## config.mk

```make
export PLATFORM = sky130hd
export DESIGN_NAME = rc_channel_frame_packer
export DESIGN_NICKNAME = d
export VERILOG_FILES = /design/src/hw/rtl/rcfp_pkg.sv /design/src/hw/rtl/rcfp_front.sv /design/src/hw/rtl/rcfp_cmd_fifo.sv /design/src/hw/rtl/rcfp_back.sv /design/src/hw/rtl/rc_channel_frame_packer.sv
export SDC_FILE = /design/constraint.sdc
export NUM_CORES = 1
export LEC_CHECK = 0
export BUFFER_PORTS_ARGS = -buffer_cell sky130_fd_sc_hd__buf_4
export CAP_MARGIN = 10
export CORE_ASPECT_RATIO = 0.9
export CORE_MARGIN = 3
export CORE_UTILIZATION = 49
export DETAILED_ROUTE_END_ITERATION = 7
export PLACE_DENSITY = 0.66
export SLEW_MARGIN = 10
export SYNTH_ARGS = -nofsm -noshare
export SYNTH_HDL_FRONTEND = slang
export SYNTH_HIERARCHICAL = 1
export SYNTH_SLANG_ARGS = --single-unit
```

## constraint.sdc

```tcl
create_clock -name clk -period 4.1 [get_ports clk]
set_input_delay 0.82 -clock clk [delete_from_list [all_inputs] [get_ports clk]]
set_output_delay 0.82 -clock clk [all_outputs]
set_load 0.02 [all_outputs]
```

## src/hw/rtl/rcfp_pkg.sv

```systemverilog
// Shared types, constants and the CRC-8 helper for the RC channel frame packer.
`default_nettype none

package rcfp_pkg;

	localparam int CHANNEL_COUNT = 16;
	localparam int CHAN_W        = 11;
	localparam int BYTE_W        = 8;
	localparam int CHAN_IDX_W    = $clog2(CHANNEL_COUNT);
	localparam int PAYLOAD_BYTES = (CHANNEL_COUNT * CHAN_W) / BYTE_W;
	localparam int CFG_INDEX_W   = 2;

	// leftover bits between requests never reach a full byte
	localparam int REM_W   = $clog2(BYTE_W);
	localparam int STORE_W = BYTE_W - 1;
	localparam int PACK_W  = STORE_W + CHAN_W;
	localparam int TOT_W   = $clog2(PACK_W + 1);

	localparam int CMDQ_DEPTH = 2;

	localparam logic [BYTE_W-1:0] LENGTH_BYTE = BYTE_W'(PAYLOAD_BYTES + 2);
	localparam logic [BYTE_W-1:0] ADDR_RESET  = 8'd200;
	localparam logic [BYTE_W-1:0] TYPE_RESET  = 8'd22;
	localparam logic [BYTE_W-1:0] CRC_POLY    = 8'hD5;

	typedef enum logic [CFG_INDEX_W-1:0] {
		REG_DEVICE_ADDRESS = 2'd0,
		REG_FRAME_TYPE     = 2'd1
	} cfg_reg_t;

	// one command per accepted channel: what the back end has to emit
	typedef struct packed {
		logic              first;
		logic              last;
		logic              two;
		logic [BYTE_W-1:0] addr;
		logic [BYTE_W-1:0] ftype;
		logic [BYTE_W-1:0] b0;
		logic [BYTE_W-1:0] b1;
	} cmd_t;

	typedef enum logic [2:0] {
		PH_HEAD,
		PH_ADDR,
		PH_LEN,
		PH_TYPE,
		PH_PAY0,
		PH_PAY1,
		PH_CRC
	} phase_t;

	// CRC-8 DVB-S2, MSB first
	function automatic logic [BYTE_W-1:0] crc8_update(input logic [BYTE_W-1:0] crc,
			input logic [BYTE_W-1:0] data);
		logic [BYTE_W-1:0] c;
		c = crc ^ data;
		for (int k = 0; k < BYTE_W; k++) begin
			c = c[BYTE_W-1] ? ((c << 1) ^ CRC_POLY) : (c << 1);
		end
		return c;
	endfunction

endpackage

`default_nettype wire

```

## src/hw/rtl/rcfp_front.sv

```systemverilog
// Front end: config registers, bit packing of channels into byte commands.
`default_nettype none

module rcfp_front (
	input  wire                                 clk,
	input  wire                                 arst_n,
	input  wire                                 accept,
	input  wire  [rcfp_pkg::CHAN_W-1:0]         channel_value,
	input  wire                                 cfg_write,
	input  wire  [rcfp_pkg::CFG_INDEX_W-1:0]    cfg_index,
	input  wire  [rcfp_pkg::BYTE_W-1:0]         cfg_data,
	output rcfp_pkg::cmd_t                      cmd
);
	import rcfp_pkg::*;

	logic [BYTE_W-1:0]     addr_q;
	logic [BYTE_W-1:0]     ftype_q;
	logic [CHAN_IDX_W-1:0] idx_q;
	logic [REM_W-1:0]      rem_q;
	logic [STORE_W-1:0]    store_q;

	logic                  first;
	logic                  last_chan;
	logic [REM_W-1:0]      pend;
	logic [PACK_W-1:0]     packed_bits;
	logic [TOT_W-1:0]      total;
	logic                  two;
	logic [REM_W-1:0]      rem_next;
	logic [STORE_W-1:0]    store_next;

	always_comb begin
		first       = (idx_q == '0);
		last_chan   = (idx_q == CHAN_IDX_W'(CHANNEL_COUNT - 1));
		pend        = first ? '0 : rem_q;
		packed_bits = PACK_W'(first ? '0 : store_q) | (PACK_W'(channel_value) << pend);
		total       = TOT_W'(pend) + TOT_W'(CHAN_W);
		two         = (total >= TOT_W'(2 * BYTE_W));
		rem_next    = two ? REM_W'(total - TOT_W'(2 * BYTE_W)) : REM_W'(total - TOT_W'(BYTE_W));
		store_next  = two ? STORE_W'(packed_bits >> (2 * BYTE_W))
		                  : STORE_W'(packed_bits >> BYTE_W);
	end

	assign cmd.first = first;
	assign cmd.last  = last_chan;
	assign cmd.two   = two;
	assign cmd.addr  = addr_q;
	assign cmd.ftype = ftype_q;
	assign cmd.b0    = packed_bits[BYTE_W-1:0];
	assign cmd.b1    = packed_bits[2*BYTE_W-1:BYTE_W];

	always_ff @(posedge clk or negedge arst_n) begin
		if (!arst_n) begin
			addr_q  <= ADDR_RESET;
			ftype_q <= TYPE_RESET;
		end else if (cfg_write) begin
			unique case (cfg_reg_t'(cfg_index))
				REG_DEVICE_ADDRESS: addr_q  <= cfg_data;
				REG_FRAME_TYPE:     ftype_q <= cfg_data;
				default: ;
			endcase
		end
	end

	always_ff @(posedge clk or negedge arst_n) begin
		if (!arst_n) begin
			idx_q   <= '0;
			rem_q   <= '0;
			store_q <= '0;
		end else if (accept) begin
			idx_q   <= idx_q + 1'b1;
			rem_q   <= last_chan ? '0 : rem_next;
			store_q <= last_chan ? '0 : store_next;
		end
	end

	// last channel must drain the accumulator exactly
	a_last_drains: assert property (@(posedge clk) disable iff (!arst_n)
		accept && last_chan |-> two && (rem_next == '0))
		else $error("bits left over at end of frame");

endmodule

`default_nettype wire

```

## src/hw/rtl/rcfp_cmd_fifo.sv

```systemverilog
// Short command queue between front and back end.
`default_nettype none

module rcfp_cmd_fifo (
	input  wire             clk,
	input  wire             arst_n,
	input  wire             push,
	input  wire rcfp_pkg::cmd_t push_data,
	output logic            full,
	input  wire             pop,
	output logic            head_valid,
	output rcfp_pkg::cmd_t  head
);
	import rcfp_pkg::*;

	localparam int PTR_W = (CMDQ_DEPTH > 1) ? $clog2(CMDQ_DEPTH) : 1;
	localparam int CNT_W = $clog2(CMDQ_DEPTH + 1);

	cmd_t             mem_q [CMDQ_DEPTH];
	logic [PTR_W-1:0] wr_ptr_q;
	logic [PTR_W-1:0] rd_ptr_q;
	logic [CNT_W-1:0] count_q;
	logic             do_push;
	logic             do_pop;

	assign full       = (count_q == CNT_W'(CMDQ_DEPTH));
	assign head_valid = (count_q != '0);
	assign head       = mem_q[rd_ptr_q];
	assign do_push    = push && !full;
	assign do_pop     = pop && head_valid;

	always_ff @(posedge clk) begin
		if (do_push) begin
			mem_q[wr_ptr_q] <= push_data;
		end
	end

	always_ff @(posedge clk or negedge arst_n) begin
		if (!arst_n) begin
			wr_ptr_q <= '0;
			rd_ptr_q <= '0;
			count_q  <= '0;
		end else begin
			if (do_push) begin
				wr_ptr_q <= (wr_ptr_q == PTR_W'(CMDQ_DEPTH - 1)) ? '0 : wr_ptr_q + 1'b1;
			end
			if (do_pop) begin
				rd_ptr_q <= (rd_ptr_q == PTR_W'(CMDQ_DEPTH - 1)) ? '0 : rd_ptr_q + 1'b1;
			end
			if (do_push && !do_pop) begin
				count_q <= count_q + 1'b1;
			end else if (do_pop && !do_push) begin
				count_q <= count_q - 1'b1;
			end
		end
	end

	a_count_bound: assert property (@(posedge clk) disable iff (!arst_n)
		count_q <= CNT_W'(CMDQ_DEPTH))
		else $error("command queue count overflow");

	a_no_push_full: assert property (@(posedge clk) disable iff (!arst_n)
		push |-> !full)
		else $error("push into full command queue");

endmodule

`default_nettype wire

```

## src/hw/rtl/rcfp_back.sv

```systemverilog
// Back end: byte sequencer, running CRC and output register.
`default_nettype none

module rcfp_back (
	input  wire                          clk,
	input  wire                          arst_n,
	input  wire                          head_valid,
	input  wire rcfp_pkg::cmd_t          head,
	output logic                         head_pop,
	output logic                         empty,
	input  wire                          pop,
	output logic [rcfp_pkg::BYTE_W-1:0]  out_byte,
	output logic                         last_byte
);
	import rcfp_pkg::*;

	phase_t            phase_q;
	phase_t            eff_phase;
	phase_t            next_phase;
	logic              advance;
	logic [BYTE_W-1:0] crc_q;
	logic [BYTE_W-1:0] crc_d;
	logic [BYTE_W-1:0] byte_d;
	logic              last_d;
	logic              out_valid_q;
	logic [BYTE_W-1:0] out_byte_q;
	logic              out_last_q;

	assign advance   = head_valid && (!out_valid_q || pop);
	assign eff_phase = (phase_q == PH_HEAD) ? (head.first ? PH_ADDR : PH_PAY0) : phase_q;

	// next state
	always_comb begin
		next_phase = phase_q;
		if (advance) begin
			unique case (eff_phase)
				PH_ADDR: next_phase = PH_LEN;
				PH_LEN:  next_phase = PH_TYPE;
				PH_TYPE: next_phase = PH_PAY0;
				PH_PAY0: next_phase = head.two ? PH_PAY1 : (head.last ? PH_CRC : PH_HEAD);
				PH_PAY1: next_phase = head.last ? PH_CRC : PH_HEAD;
				PH_CRC:  next_phase = PH_HEAD;
				default: next_phase = PH_HEAD;
			endcase
		end
	end

	// outputs
	always_comb begin
		byte_d = '0;
		last_d = 1'b0;
		crc_d  = crc_q;
		unique case (eff_phase)
			PH_ADDR: byte_d = head.addr;
			PH_LEN:  byte_d = LENGTH_BYTE;
			PH_TYPE: begin
				byte_d = head.ftype;
				crc_d  = crc8_update('0, head.ftype);
			end
			PH_PAY0: begin
				byte_d = head.b0;
				crc_d  = crc8_update(crc_q, head.b0);
			end
			PH_PAY1: begin
				byte_d = head.b1;
				crc_d  = crc8_update(crc_q, head.b1);
			end
			PH_CRC: begin
				byte_d = crc_q;
				last_d = 1'b1;
			end
			default: ;
		endcase
	end

	assign head_pop  = advance && (next_phase == PH_HEAD);
	assign empty     = !out_valid_q;
	assign out_byte  = out_byte_q;
	assign last_byte = out_last_q;

	always_ff @(posedge clk or negedge arst_n) begin
		if (!arst_n) begin
			phase_q     <= PH_HEAD;
			crc_q       <= '0;
			out_valid_q <= 1'b0;
			out_byte_q  <= '0;
			out_last_q  <= 1'b0;
		end else begin
			phase_q <= next_phase;
			if (advance) begin
				crc_q       <= crc_d;
				out_byte_q  <= byte_d;
				out_last_q  <= last_d;
				out_valid_q <= 1'b1;
			end else if (pop) begin
				out_valid_q <= 1'b0;
			end
		end
	end

	a_crc_ends_cmd: assert property (@(posedge clk) disable iff (!arst_n)
		advance && (eff_phase == PH_CRC) |=> phase_q == PH_HEAD)
		else $error("sequencer did not return to head after CRC");

	a_mid_cmd_held: assert property (@(posedge clk) disable iff (!arst_n)
		(phase_q != PH_HEAD) |-> head_valid)
		else $error("command left queue before it was finished");

endmodule

`default_nettype wire

```

## src/hw/rtl/rc_channel_frame_packer.sv

```systemverilog
// Top level of the RC channel frame packer: front end, command queue, back end.
// A channel request passes through the command queue and the back end's output register to out_byte.
// The output gives one byte per cycle while pop is held and commands are queued; a request yields
// 1 or 2 payload bytes, 4 for channel 0, 3 for the last channel, as the back end sequences them.
// A two-entry command queue lets the front accept while the back end is still emitting.
// Reset (arst_n low, asynchronous): frame restarts at channel 0, queue and output empty,
// device_address = 200, frame_type = 22.
`default_nettype none

module rc_channel_frame_packer (
	input  wire                                 clk,
	input  wire                                 arst_n,
	// channel requests
	input  wire                                 push,
	output logic                                full,
	input  wire  [rcfp_pkg::CHAN_W-1:0]         channel_value,
	// frame bytes
	output logic                                empty,
	input  wire                                 pop,
	output logic [rcfp_pkg::BYTE_W-1:0]         out_byte,
	output logic                                last_byte,
	// register writes
	input  wire                                 cfg_valid,
	output logic                                cfg_ready,
	input  wire  [rcfp_pkg::CFG_INDEX_W-1:0]    cfg_index,
	input  wire  [rcfp_pkg::BYTE_W-1:0]         cfg_data
);
	import rcfp_pkg::*;

	cmd_t front_cmd;
	cmd_t head_cmd;
	logic accept;
	logic head_valid;
	logic head_pop;

	// register writes are always taken; address and type are latched into
	// the channel 0 command, so a write lands on the next frame
	assign cfg_ready = 1'b1;
	assign accept    = push && !full;

	rcfp_front u_front (
		.clk           (clk),
		.arst_n        (arst_n),
		.accept        (accept),
		.channel_value (channel_value),
		.cfg_write     (cfg_valid && cfg_ready),
		.cfg_index     (cfg_index),
		.cfg_data      (cfg_data),
		.cmd           (front_cmd)
	);

	rcfp_cmd_fifo u_cmd_fifo (
		.clk        (clk),
		.arst_n     (arst_n),
		.push       (accept),
		.push_data  (front_cmd),
		.full       (full),
		.pop        (head_pop),
		.head_valid (head_valid),
		.head       (head_cmd)
	);

	rcfp_back u_back (
		.clk        (clk),
		.arst_n     (arst_n),
		.head_valid (head_valid),
		.head       (head_cmd),
		.head_pop   (head_pop),
		.empty      (empty),
		.pop        (pop),
		.out_byte   (out_byte),
		.last_byte  (last_byte)
	);

endmodule

`default_nettype wire

```

==> flow_results.xml, run 1 <==
<?xml version="1.0" encoding="UTF-8"?>
<metrics>
  <group name="synth">
    <metric name="synth-main-ff-cell" unit="">edfxtp_1</metric>
    <metric name="syn-cell-area" unit="mm²">0.00688</metric>
    <metric name="post-synth-top-area-cell" unit="">edfxtp_1</metric>
    <metric name="yosysSeqAreaShare" unit="">0.507</metric>
    <metric name="synth_edf_count" unit="">70</metric>
    <metric name="synthesis.yosys.warnings" unit="">6</metric>
    <metric name="synthTopCellsByArea" unit="">edfxtp_1 (31%), dfrtp_1 (18%), mux2_4 (6.6%)</metric>
    <metric name="yosys.area.top_type_share" unit="">0.306</metric>
    <metric name="synth_fp_nets" unit="">590</metric>
    <metric name="synth-seq-cells" unit="">125</metric>
    <metric name="synth-async-reset-ratio" unit="">0.440</metric>
    <metric name="syn_avg_cell_area" unit="µm²">12.3</metric>
    <metric name="syn_inst" unit="">559</metric>
    <metric name="synth_cell_types" unit="">71</metric>
  </group>
  <group name="detailed_routing">
    <metric name="detail-route-antenna-nets" unit="">0</metric>
    <metric name="detailedRoute.firstPassIterationCount" unit="">5</metric>
    <metric name="drt-total-wl" unit="mm">15.9</metric>
    <metric name="routed-via-count" unit="">4544</metric>
    <metric name="remaining_drc_errors" unit="">0</metric>
    <metric name="post_drt_wl_per_cell" unit="µm">20.7</metric>
    <metric name="initialDrtViolationCount" unit="">374</metric>
    <metric name="via_per_inst" unit="">5.90</metric>
  </group>
  <group name="global_route">
    <metric name="globalRoute.totalOverflow" unit="">0</metric>
    <metric name="maximum_number_of_pins_on_one_net_before_global_route_repair" unit="">56</metric>
    <metric name="grt_usage" unit="">0.217</metric>
    <metric name="grt_antenna_before_repair" unit="">0</metric>
    <metric name="grt_pass1_vias" unit="">4542</metric>
    <metric name="grt_first_pass_wirelength" unit="mm">25.6</metric>
  </group>
  <group name="flow_run">
    <metric name="maxCapViolations" unit="">0</metric>
  </group>
  <group name="timing">
    <metric name="report.final.setup_viol" unit="">0</metric>
    <metric name="final.period_utilization" unit="">0.809</metric>
    <metric name="timing.final.max_slew_violations" unit="">0</metric>
    <metric name="report.final.hold_viol_count" unit="">0</metric>
    <metric name="grt_setup_unrepaired" unit="">no</metric>
    <metric name="maxSlewHeadroom" unit="">0.340</metric>
    <metric name="fin_crit" unit="ns">3.32</metric>
    <metric name="finalHoldWorstSlack" unit="ns">0.470</metric>
    <metric name="fin_worst_skew" unit="ns">0.00751</metric>
    <metric name="fmaxAchievable" unit="MHz">301</metric>
    <metric name="tightestPinTransition" unit="ns">0.990</metric>
    <metric name="final.setup.tns" unit="ns">0</metric>
  </group>
  <group name="finish">
    <metric name="most-common-layout-cells" unit="">edfxtp_1 (70), dfrtp_1 (48), buf_4 (41)</metric>
    <metric name="insertedDiodeCount" unit="">0</metric>
    <metric name="final_layout_size_suffix_gt1_frac" unit="">0.256</metric>
    <metric name="layout.nets" unit="">620</metric>
    <metric name="layout_commonest_cell" unit="">edfxtp_1</metric>
    <metric name="flow.area_growth_from_synthesis" unit="%">12.3</metric>
  </group>
  <group name="cts">
    <metric name="insertion_delay" unit="ns">0.42</metric>
    <metric name="clk_path_buf_depth" unit="">2</metric>
    <metric name="cts.reportedPaths.clkPinSlew" unit="ns">0.06</metric>
    <metric name="cts_max_level" unit="">4</metric>
    <metric name="cts.sink_count" unit="">125</metric>
    <metric name="post-cts-setup-buffers" unit="">0</metric>
    <metric name="cts_hold_buffers" unit="">0</metric>
    <metric name="post_cts.resized_instances" unit="">0</metric>
    <metric name="clock_tree_from_tritoncts" unit="">yes</metric>
    <metric name="cts_root_buf" unit="">clkbuf_16</metric>
    <metric name="cts_buffers" unit="">17</metric>
  </group>
  <group name="worst_setup_path">
    <metric name="ff2ff_setup_slack" unit="ns">0.78</metric>
    <metric name="worst_r2r_path_depth" unit="">11</metric>
    <metric name="worstSetupPathDepth" unit="">11</metric>
    <metric name="critPathRequiredTime" unit="ns">4.40</metric>
    <metric name="critPathCapture" unit="">u_front/store_q[1]$_DFFE_PN0P_</metric>
    <metric name="crit_start" unit="">u_front/idx_q[0]$_DFFE_PN0P_</metric>
    <metric name="critical-path-slowest-cell" unit="">or3b_1</metric>
    <metric name="cp-start-kind" unit="">flip-flop</metric>
    <metric name="arrival" unit="ns">3.62</metric>
    <metric name="r2r_start" unit="">u_front/idx_q[0]$_DFFE_PN0P_</metric>
    <metric name="max_stage_delay" unit="ns">0.64</metric>
    <metric name="crit_path_frequent_cell" unit="">ha_1</metric>
    <metric name="crit_family" unit="">simple AND/OR/NAND/NOR gates</metric>
    <metric name="critical_path_peak_fanout" unit="">17</metric>
    <metric name="critical_path_buf_inv_count" unit="">4</metric>
    <metric name="setup.worst_path.end_class" unit="">flip-flop</metric>
    <metric name="reg2reg_to" unit="">u_front/store_q[1]$_DFFE_PN0P_</metric>
    <metric name="worst-setup-path-type" unit="">reg -&gt; reg</metric>
    <metric name="worstPathCellList" unit="">inv_1, ha_1, or3b_1, inv_4, nor2_2, clkinv_4, ha_1, inv_1, ha_1, nor2_1, a221o_1</metric>
  </group>
  <group name="placed_design">
    <metric name="hpwl" unit="mm">11.4</metric>
    <metric name="finalWeightedCongestion" unit="">0.961</metric>
    <metric name="io_buffers" unit="">36</metric>
  </group>
  <group name="outcome">
    <metric name="status" unit="">completed</metric>
  </group>
  <group name="die">
    <metric name="die_area" unit="mm²">0.0155</metric>
    <metric name="rows" unit="">40</metric>
    <metric name="io-pin-count" unit="">38</metric>
    <metric name="starting_density" unit="">0.509</metric>
    <metric name="chipHeight" unit="µm">118</metric>
    <metric name="core" unit="mm²">0.0135</metric>
    <metric name="dieWidth" unit="µm">131</metric>
  </group>
  <group name="hold_path">
    <metric name="min-delay-path-class" unit="">in -&gt; async</metric>
  </group>
</metrics>
## registers in the layout, summed over array words and instances, names as in the netlist
register,cells
u_front/idx_q,4
u_front/rem_q,3
u_back/crc_q,8
u_cmd_fifo/count_q,2
u_back/phase_q,3
u_back/out_byte,8
u_back/out_valid_q,1
u_cmd_fifo/rd_ptr_q,1
u_cmd_fifo/mem_q,70
u_cmd_fifo/wr_ptr_q,1
u_front/ftype_q,8
u_back/last_byte,1
u_front/addr_q,8
u_front/store_q,7
## per-layer routing
| metal | share of wire | track usage |
|---|---|---|
| met3 | 0.051 | 0.0547 |
| met5 | 0 | 0 |
| met4 | 0.012 | 0.0604 |
| met2 | 0.46 | 0.306 |
| met1 | 0.48 | 0.332 |
## per-stage QoR
step           worst slack, ns  area, µm²   util  std cells
2_1_floorplan             1.10       6880      -        559
3_3_place_gp             0.943       7180  0.531        738
3_5_place_dp             0.821       7180  0.531        738
4_1_cts                  0.820       7720  0.572        770
5_1_grt                  0.581       7720  0.572        770
6_report                 0.782       7720  0.572        770
## kinds of logic after synthesis
kind of cell             Yosys count  synth area share
AO/OA/AOI/OAI                    125             0.131
XOR/XNOR                          67            0.0992
adder cells (fa/ha/maj)            5           0.00910
buffers and inverters             49            0.0437
flip-flops                       125             0.507
multiplexers                      66             0.123
other                              1          0.000545
AND/OR/NAND/NOR                  121            0.0866
## worst min path at each step
| stage | endpoint | startpoint | slack, ns |
|---|---|---|---|
| CTS | u_cmd_fifo/mem_q[1][26]$_DFFE_PP_ | u_front/addr_q[2]$_DFFE_PN0P_ | 0.47 |
| global route | u_cmd_fifo/mem_q[0][16]$_DFFE_PP_ | u_front/ftype_q[0]$_DFFE_PN0P_ | 0.49 |
| finish | u_cmd_fifo/wr_ptr_q$_DFFE_PN0N_ | arst_n | 0.47 |
| detailed placement | u_cmd_fifo/mem_q[0][26]$_DFFE_PP_ | u_front/addr_q[2]$_DFFE_PN0P_ | 0.46 |
| global placement | u_cmd_fifo/mem_q[0][21]$_DFFE_PP_ | u_front/ftype_q[5]$_DFFE_PN0P_ | 0.44 |
| floorplan | u_cmd_fifo/mem_q[0][16]$_DFFE_PP_ | u_front/ftype_q[0]$_DFFE_PN0P_ | 0.44 |
## cells in the mapped netlist, types with 3 or more instances
| cell type | count |
|---|---|
| o32a_1 | 6 |
| and2_1 | 4 |
| a21oi_1 | 23 |
| inv_1 | 17 |
| nand2_1 | 36 |
| ha_1 | 5 |
| a222oi_1 | 8 |
| mux2_2 | 24 |
| o22ai_1 | 5 |
| xnor2_1 | 39 |
| a211oi_1 | 5 |
| o21ai_1 | 3 |
| xnor2_2 | 6 |
| dfstp_2 | 6 |
| clkbuf_1 | 10 |
| edfxtp_1 | 70 |
| a31oi_1 | 11 |
| nand2b_1 | 7 |
| a21o_1 | 7 |
| buf_4 | 5 |
| nor2b_1 | 12 |
| buf_2 | 6 |
| nand3_1 | 12 |
| buf_12 | 3 |
| dfrtp_1 | 49 |
| mux2i_1 | 11 |
| xor2_1 | 18 |
| buf_6 | 3 |
| a22o_1 | 14 |
| o32ai_1 | 3 |
| o21ai_0 | 21 |
| and3_1 | 3 |
| nor2_1 | 31 |
| mux2_4 | 30 |
## layout make-up
class / count / area (µm²)
clock buffers: 17 / 425
clock inverters: 15 / 121
multi-input cells: 385 / 3090
fillers: 1146 / 5790
flip-flops and latches: 125 / 3490
inverters: 19 / 78.8
well taps: 168 / 210
repair buffers: 41 / 308
Power of run 1 is left out: the tool's default activity adds up to more than one toggle a clock period on the data nets, which glitch-free logic cannot reach.
==> run 2: changes to the inputs <==
--- a/config.mk
+++ b/config.mk
@@ -11,7 +11,7 @@
 export CORE_MARGIN = 3
 export CORE_UTILIZATION = 49
 export DETAILED_ROUTE_END_ITERATION = 7
-export PLACE_DENSITY = 0.66
+export PLACE_DENSITY = 0.69
 export SLEW_MARGIN = 10
 export SYNTH_ARGS = -nofsm -noshare
 export SYNTH_HDL_FRONTEND = slang
==> constraint.sdc (replaced) <==
create_clock -name clk -period 2.8 [get_ports clk]
set_input_delay 0.56 -clock clk [delete_from_list [all_inputs] [get_ports clk]]
set_output_delay 0.56 -clock clk [all_outputs]
set_load 0.02 [all_outputs]
==> flow_results.xml, run 2 (synthesis gave the netlist of run 1 again) <==
<?xml version="1.0" encoding="UTF-8"?>
<metrics>
  <group name="global_route">
    <metric name="grt_usage" unit="">0.218</metric>
    <metric name="top_usage_layer" unit="">met2</metric>
    <metric name="grt.met1_usage" unit="">0.310</metric>
    <metric name="gr-usage-met3" unit="">0.0547</metric>
    <metric name="maximum_number_of_pins_on_one_net_before_global_route_repair" unit="">56</metric>
    <metric name="grt_antenna_before_repair" unit="">0</metric>
    <metric name="grt_first_pass_wirelength" unit="mm">25.6</metric>
    <metric name="grt_pass1_vias" unit="">4581</metric>
    <metric name="grt_util_met2" unit="">0.321</metric>
    <metric name="globalRoute.totalOverflow" unit="">0</metric>
  </group>
  <group name="die">
    <metric name="chipHeight" unit="µm">118</metric>
    <metric name="dieWidth" unit="µm">131</metric>
    <metric name="die_area" unit="mm²">0.0155</metric>
    <metric name="core" unit="mm²">0.0135</metric>
    <metric name="io-pin-count" unit="">38</metric>
    <metric name="rows" unit="">40</metric>
    <metric name="starting_density" unit="">0.509</metric>
  </group>
  <group name="detailed_routing">
    <metric name="detail-route-antenna-nets" unit="">0</metric>
    <metric name="remaining_drc_errors" unit="">0</metric>
    <metric name="post_drt_wl_per_cell" unit="µm">20.4</metric>
    <metric name="via_per_inst" unit="">5.98</metric>
    <metric name="initialDrtViolationCount" unit="">472</metric>
    <metric name="routed-via-count" unit="">4698</metric>
    <metric name="detailedRoute.firstPassIterationCount" unit="">6</metric>
    <metric name="drt-total-wl" unit="mm">16.0</metric>
  </group>
  <group name="worst_setup_path">
    <metric name="critical_path_buf_inv_count" unit="">1</metric>
    <metric name="critical_path_peak_fanout" unit="">13</metric>
    <metric name="worstPathCellList" unit="">buf_4, mux2_4, xnor3_1, xor2_1, xnor2_1, o21ai_0, nand2_1, o32a_1</metric>
    <metric name="worst-setup-path-type" unit="">reg -&gt; reg</metric>
    <metric name="cp-start-kind" unit="">flip-flop</metric>
    <metric name="arrival" unit="ns">2.98</metric>
    <metric name="max_stage_delay" unit="ns">0.58</metric>
    <metric name="critical-path-slowest-cell" unit="">dfrtp_4</metric>
    <metric name="crit_family" unit="">XOR/XNOR gates</metric>
    <metric name="setup.worst_path.end_class" unit="">flip-flop</metric>
    <metric name="critPathRequiredTime" unit="ns">3.10</metric>
  </group>
  <group name="timing">
    <metric name="tightestPinTransition" unit="ns">1.01</metric>
    <metric name="final.setup.tns" unit="ns">0</metric>
    <metric name="timing.final.max_slew_violations" unit="">0</metric>
    <metric name="report.final.hold_viol_count" unit="">0</metric>
    <metric name="fin_worst_skew" unit="ns">0.00598</metric>
    <metric name="final.period_utilization" unit="">0.957</metric>
    <metric name="fmaxAchievable" unit="MHz">373</metric>
    <metric name="grt_setup_unrepaired" unit="">no</metric>
    <metric name="report.final.setup_viol" unit="">0</metric>
    <metric name="maxSlewHeadroom" unit="">0.327</metric>
    <metric name="fin_crit" unit="ns">2.68</metric>
  </group>
  <group name="placed_design">
    <metric name="finalWeightedCongestion" unit="">0.975</metric>
    <metric name="io_buffers" unit="">36</metric>
    <metric name="detailed_place.area" unit="mm²">0.00730</metric>
    <metric name="hpwl" unit="mm">11.6</metric>
  </group>
  <group name="cts">
    <metric name="clock_tree_from_tritoncts" unit="">yes</metric>
    <metric name="cts.reportedPaths.clkPinSlew" unit="ns">0.06</metric>
    <metric name="clk_path_buf_depth" unit="">2</metric>
    <metric name="cts_root_buf" unit="">clkbuf_16</metric>
    <metric name="insertion_delay" unit="ns">0.42</metric>
    <metric name="cts_buffers" unit="">17</metric>
    <metric name="post_cts.resized_instances" unit="">0</metric>
    <metric name="cts.sink_count" unit="">125</metric>
    <metric name="cts_hold_buffers" unit="">0</metric>
    <metric name="cts_max_level" unit="">4</metric>
    <metric name="post-cts-setup-buffers" unit="">0</metric>
  </group>
  <group name="outcome">
    <metric name="status" unit="">completed</metric>
  </group>
  <group name="finish">
    <metric name="regMostFlops" unit="">u_cmd_fifo/mem_q</metric>
    <metric name="insertedDiodeCount" unit="">0</metric>
    <metric name="flow.area_growth_from_synthesis" unit="%">14.7</metric>
    <metric name="utilization" unit="">0.584</metric>
    <metric name="final_layout_size_suffix_gt1_frac" unit="">0.278</metric>
    <metric name="layout_commonest_cell" unit="">edfxtp_1</metric>
    <metric name="layout.nets" unit="">636</metric>
    <metric name="largest_register_ff_count" unit="">70</metric>
    <metric name="post-route-cell-area" unit="mm²">0.00789</metric>
    <metric name="most-common-layout-cells" unit="">edfxtp_1 (70), buf_4 (57), dfrtp_1 (48)</metric>
  </group>
  <group name="flow_run">
    <metric name="maxCapViolations" unit="">0</metric>
  </group>
  <group name="hold_path">
    <metric name="min-delay-path-class" unit="">in -&gt; async</metric>
  </group>
</metrics>
## run 2: area by class of cell
type,count,area (µm²)
clock buffers,19,443
clock inverters,13,139
fillers,1108,5620
inverters,19,78.8
multi-input cells,385,3100
flip-flops and latches,125,3490
well taps,168,210
repair buffers,57,428
## run 2: worst paths after layout
path,startpoint,to,slack (ns),depth (start not counted)
min in group clk,cfg_data[0],u_front/addr_q[0]$_DFFE_PN0P_,0.38,2
min reg2reg,u_front/ftype_q[6]$_DFFE_PN0P_,u_cmd_fifo/mem_q[0][22]$_DFFE_PP_,0.46,0
min,arst_n,u_cmd_fifo/count_q[1]$_DFFE_PN0P_,0.21,1
max reg2reg,u_cmd_fifo/rd_ptr_q$_DFFE_PN0P_,u_back/crc_q[2]$_DFFE_PN0P_,0.12,8
max,u_cmd_fifo/rd_ptr_q$_DFFE_PN0P_,u_back/crc_q[2]$_DFFE_PN0P_,0.12,8
max in group asynchronous,arst_n,u_cmd_fifo/rd_ptr_q$_DFFE_PN0P_,2.04,1
## run 2: stage by stage
step           hold slack (ns)  setup slack, ns  std cells
3_5_place_dp             0.453           0.0595        754
3_3_place_gp             0.444            0.150        754
4_1_cts                  0.232           0.0431        786
6_report                 0.210            0.121        786
5_1_grt                  0.265           0.0274        786
2_1_floorplan            0.264            0.338        559
## run 2: layer usage
layer,share of wire,vias to the layer above
met5,0,-
met4,0.020,0
met3,0.064,23
met2,0.47,195
met1,0.45,2332
li1,-,2148
Power of run 2 is left out for the same reason.
==> run 3: changes to the inputs <==
--- a/config.mk
+++ b/config.mk
@@ -5,7 +5,7 @@
 export SDC_FILE = /design/constraint.sdc
 export NUM_CORES = 1
 export LEC_CHECK = 0
-export BUFFER_PORTS_ARGS = -buffer_cell sky130_fd_sc_hd__buf_4
+export BUFFER_PORTS_ARGS = -buffer_cell sky130_fd_sc_hd__buf_2
 export CAP_MARGIN = 10
 export CORE_ASPECT_RATIO = 0.9
 export CORE_MARGIN = 3
@@ -15,5 +15,4 @@
 export SLEW_MARGIN = 10
 export SYNTH_ARGS = -nofsm -noshare
 export SYNTH_HDL_FRONTEND = slang
-export SYNTH_HIERARCHICAL = 1
 export SYNTH_SLANG_ARGS = --single-unit
==> flow_results.xml, run 3 <==
<?xml version="1.0" encoding="UTF-8"?>
<metrics>
  <group name="timing">
    <metric name="fin_crit" unit="ns">2.65</metric>
    <metric name="tightestPinTransition" unit="ns">0.713</metric>
    <metric name="timing.final.max_slew_violations" unit="">0</metric>
    <metric name="final.period_utilization" unit="">0.947</metric>
    <metric name="fin_worst_skew" unit="ns">0.0123</metric>
    <metric name="maxSlewHeadroom" unit="">0.525</metric>
    <metric name="report.final.setup_viol" unit="">0</metric>
    <metric name="report.final.hold_viol_count" unit="">0</metric>
    <metric name="fmaxAchievable" unit="MHz">377</metric>
  </group>
  <group name="finish">
    <metric name="final_layout_size_suffix_gt1_frac" unit="">0.221</metric>
    <metric name="ff_latch_area" unit="mm²">0.00349</metric>
    <metric name="multi_input_area" unit="mm²">0.00323</metric>
    <metric name="regMostFlops" unit="">u_cmd_fifo.mem_q</metric>
    <metric name="largest_register_ff_count" unit="">70</metric>
    <metric name="utilization" unit="">0.596</metric>
    <metric name="layout.nets" unit="">693</metric>
    <metric name="flow.area_growth_from_synthesis" unit="%">16.9</metric>
    <metric name="most-common-layout-cells" unit="">nand2_1 (70), edfxtp_1 (70), xnor2_1 (56)</metric>
    <metric name="insertedDiodeCount" unit="">0</metric>
    <metric name="fillerInstances" unit="">1106</metric>
  </group>
  <group name="synth">
    <metric name="synth_edf_count" unit="">70</metric>
    <metric name="yosysSeqAreaShare" unit="">0.505</metric>
    <metric name="syn_inst" unit="">605</metric>
    <metric name="synth_fp_nets" unit="">636</metric>
    <metric name="synth_cell_types" unit="">60</metric>
    <metric name="synth-async-reset-ratio" unit="">0.440</metric>
    <metric name="synth-main-ff-cell" unit="">edfxtp_1</metric>
    <metric name="yosys-top-cells-count" unit="">edfxtp_1 (70), nand2_1 (70), xnor2_1 (56)</metric>
    <metric name="yosys.area.top_type_share" unit="">0.304</metric>
    <metric name="synth-seq-cells" unit="">125</metric>
    <metric name="synthesis.yosys.warnings" unit="">0</metric>
    <metric name="synthTopCellsByArea" unit="">edfxtp_1 (30%), dfrtp_1 (18%), xnor2_1 (7.1%)</metric>
    <metric name="syn_avg_cell_area" unit="µm²">11.4</metric>
    <metric name="syn-cell-area" unit="mm²">0.00691</metric>
    <metric name="post-synth-top-area-cell" unit="">edfxtp_1</metric>
  </group>
  <group name="detailed_routing">
    <metric name="routed-via-count" unit="">4789</metric>
    <metric name="detail-route-antenna-nets" unit="">0</metric>
    <metric name="topRoutingLayerUsed" unit="">met4</metric>
    <metric name="route.met3.wl" unit="mm">1.18</metric>
    <metric name="met1_length" unit="mm">7.17</metric>
    <metric name="initialDrtViolationCount" unit="">377</metric>
    <metric name="remaining_drc_errors" unit="">0</metric>
    <metric name="drt-total-wl" unit="mm">15.7</metric>
    <metric name="via_per_inst" unit="">5.54</metric>
    <metric name="detailedRoute.firstPassIterationCount" unit="">5</metric>
    <metric name="detailroute.wirelength.met2" unit="mm">7.04</metric>
    <metric name="post_drt_wl_per_cell" unit="µm">18.2</metric>
  </group>
  <group name="die">
    <metric name="dieWidth" unit="µm">131</metric>
    <metric name="die_area" unit="mm²">0.0156</metric>
    <metric name="core" unit="mm²">0.0136</metric>
    <metric name="io-pin-count" unit="">38</metric>
    <metric name="rows" unit="">40</metric>
    <metric name="starting_density" unit="">0.509</metric>
    <metric name="chipHeight" unit="µm">119</metric>
  </group>
  <group name="outcome">
    <metric name="status" unit="">completed</metric>
  </group>
  <group name="global_route">
    <metric name="maximum_number_of_pins_on_one_net_before_global_route_repair" unit="">36</metric>
    <metric name="grt_antenna_before_repair" unit="">0</metric>
    <metric name="grt_usage" unit="">0.211</metric>
    <metric name="grt_first_pass_wirelength" unit="mm">25.5</metric>
    <metric name="globalRoute.totalOverflow" unit="">0</metric>
    <metric name="grt_pass1_vias" unit="">4670</metric>
  </group>
  <group name="worst_setup_path">
    <metric name="setup.worst_path.end_class" unit="">flip-flop</metric>
    <metric name="critical_path_peak_fanout" unit="">27</metric>
    <metric name="critPathRequiredTime" unit="ns">3.14</metric>
    <metric name="cp-start-kind" unit="">flip-flop</metric>
    <metric name="crit_start" unit="">u_cmd_fifo.rd_ptr_q$_DFFE_PN0P_</metric>
    <metric name="arrival" unit="ns">3.00</metric>
    <metric name="r2r_start" unit="">u_cmd_fifo.rd_ptr_q$_DFFE_PN0P_</metric>
    <metric name="worst-setup-path-type" unit="">reg -&gt; reg</metric>
  </group>
  <group name="cts">
    <metric name="insertion_delay" unit="ns">0.42</metric>
    <metric name="cts_buffers" unit="">17</metric>
    <metric name="cts.reportedPaths.clkPinSlew" unit="ns">0.06</metric>
    <metric name="cts_root_buf" unit="">clkbuf_16</metric>
    <metric name="clk_path_buf_depth" unit="">2</metric>
    <metric name="clock_tree_from_tritoncts" unit="">yes</metric>
    <metric name="cts.sink_count" unit="">125</metric>
    <metric name="cts_max_level" unit="">4</metric>
  </group>
  <group name="flow_run">
    <metric name="maxCapViolations" unit="">0</metric>
  </group>
  <group name="placed_design">
    <metric name="finalWeightedCongestion" unit="">0.990</metric>
    <metric name="io_buffers" unit="">36</metric>
    <metric name="hpwl" unit="mm">11.5</metric>
  </group>
  <group name="hold_path">
    <metric name="min-delay-path-class" unit="">in -&gt; async</metric>
  </group>
</metrics>
run 3: routing by layer:
| layer | vias to the layer above | global-route usage |
|---|---|---|
| met1 | 2322 | 0.304 |
| met2 | 178 | 0.306 |
| met4 | 0 | 0.0735 |
| met5 | - | 0 |
| met3 | 20 | 0.0596 |
| li1 | 2269 | - |
run 3: path summary, 6_finish.rpt:
path / end / slack [ns] / depth (start not counted)
worst min register to register: u_cmd_fifo.mem_q[0][25]$_DFFE_PP_ / 0.47 / 0
max in group asynchronous: u_front.ftype_q[4]$_DFFE_PN1P_ / 1.93 / 2
min in group clk: u_front.addr_q[6]$_DFFE_PN1P_ / 0.38 / 2
worst max-delay path: u_back.crc_q[4]$_DFFE_PN0P_ / 0.15 / 8
worst min-delay path: u_front.idx_q[3]$_DFFE_PN0P_ / 0.19 / 1
worst max register to register: u_back.crc_q[4]$_DFFE_PN0P_ / 0.15 / 8
run 3: cell families after synthesis:
| logic type | Yosys count | share of synthesized area |
|---|---|---|
| AO/OA/AOI/OAI | 116 | 0.106 |
| XOR/XNOR | 96 | 0.146 |
| adder cells (fa/ha/maj) | 5 | 0.00906 |
| buffers and inverters | 47 | 0.0290 |
| flip-flops | 125 | 0.505 |
| multiplexers | 75 | 0.115 |
| other | 1 | 0.000543 |
| AND/OR/NAND/NOR | 140 | 0.0891 |
run 3: repair_timing:
item	in CTS	in global routing
setup endpoints to repair	0	6
hold buffers	0	0
resized for setup	0	2
setup buffers	0	5
run 3: critical path: stages (launching register included):
cell and delay (ns):
dfrtp_2 0.45, buf_12 0.24, mux2i_1 0.33, xnor2_1 0.25, xnor3_2 0.54, xnor3_1 0.40, o22ai_1 0.16, a21oi_1 0.06
a21oi_1 0.15
run 3: area by class of cell:
type / instances / area share
multi-input cells: 433 / 0.400
inverters: 14 / 0.00651
well taps: 189 / 0.0293
repair buffers: 71 / 0.0579
clock buffers: 20 / 0.0592
flip-flops and latches: 125 / 0.432
clock inverters: 12 / 0.0153
run 3: stage by stage:
stage,std cells,area (µm²),setup TNS [ns],hold slack (ns),worst slack (ns)
after CTS,859,8040,0,0.203,0.0242
after floorplan,605,6910,0,0.264,0.0346
after detailed placement,827,7430,0,0.458,0.0704
final,864,8080,0,0.194,0.148
after global routing,864,8080,-0.000140,0.221,-0.000140
after global placement,827,7430,0,0.445,0.0685
Power of run 3 is left out for the same reason.
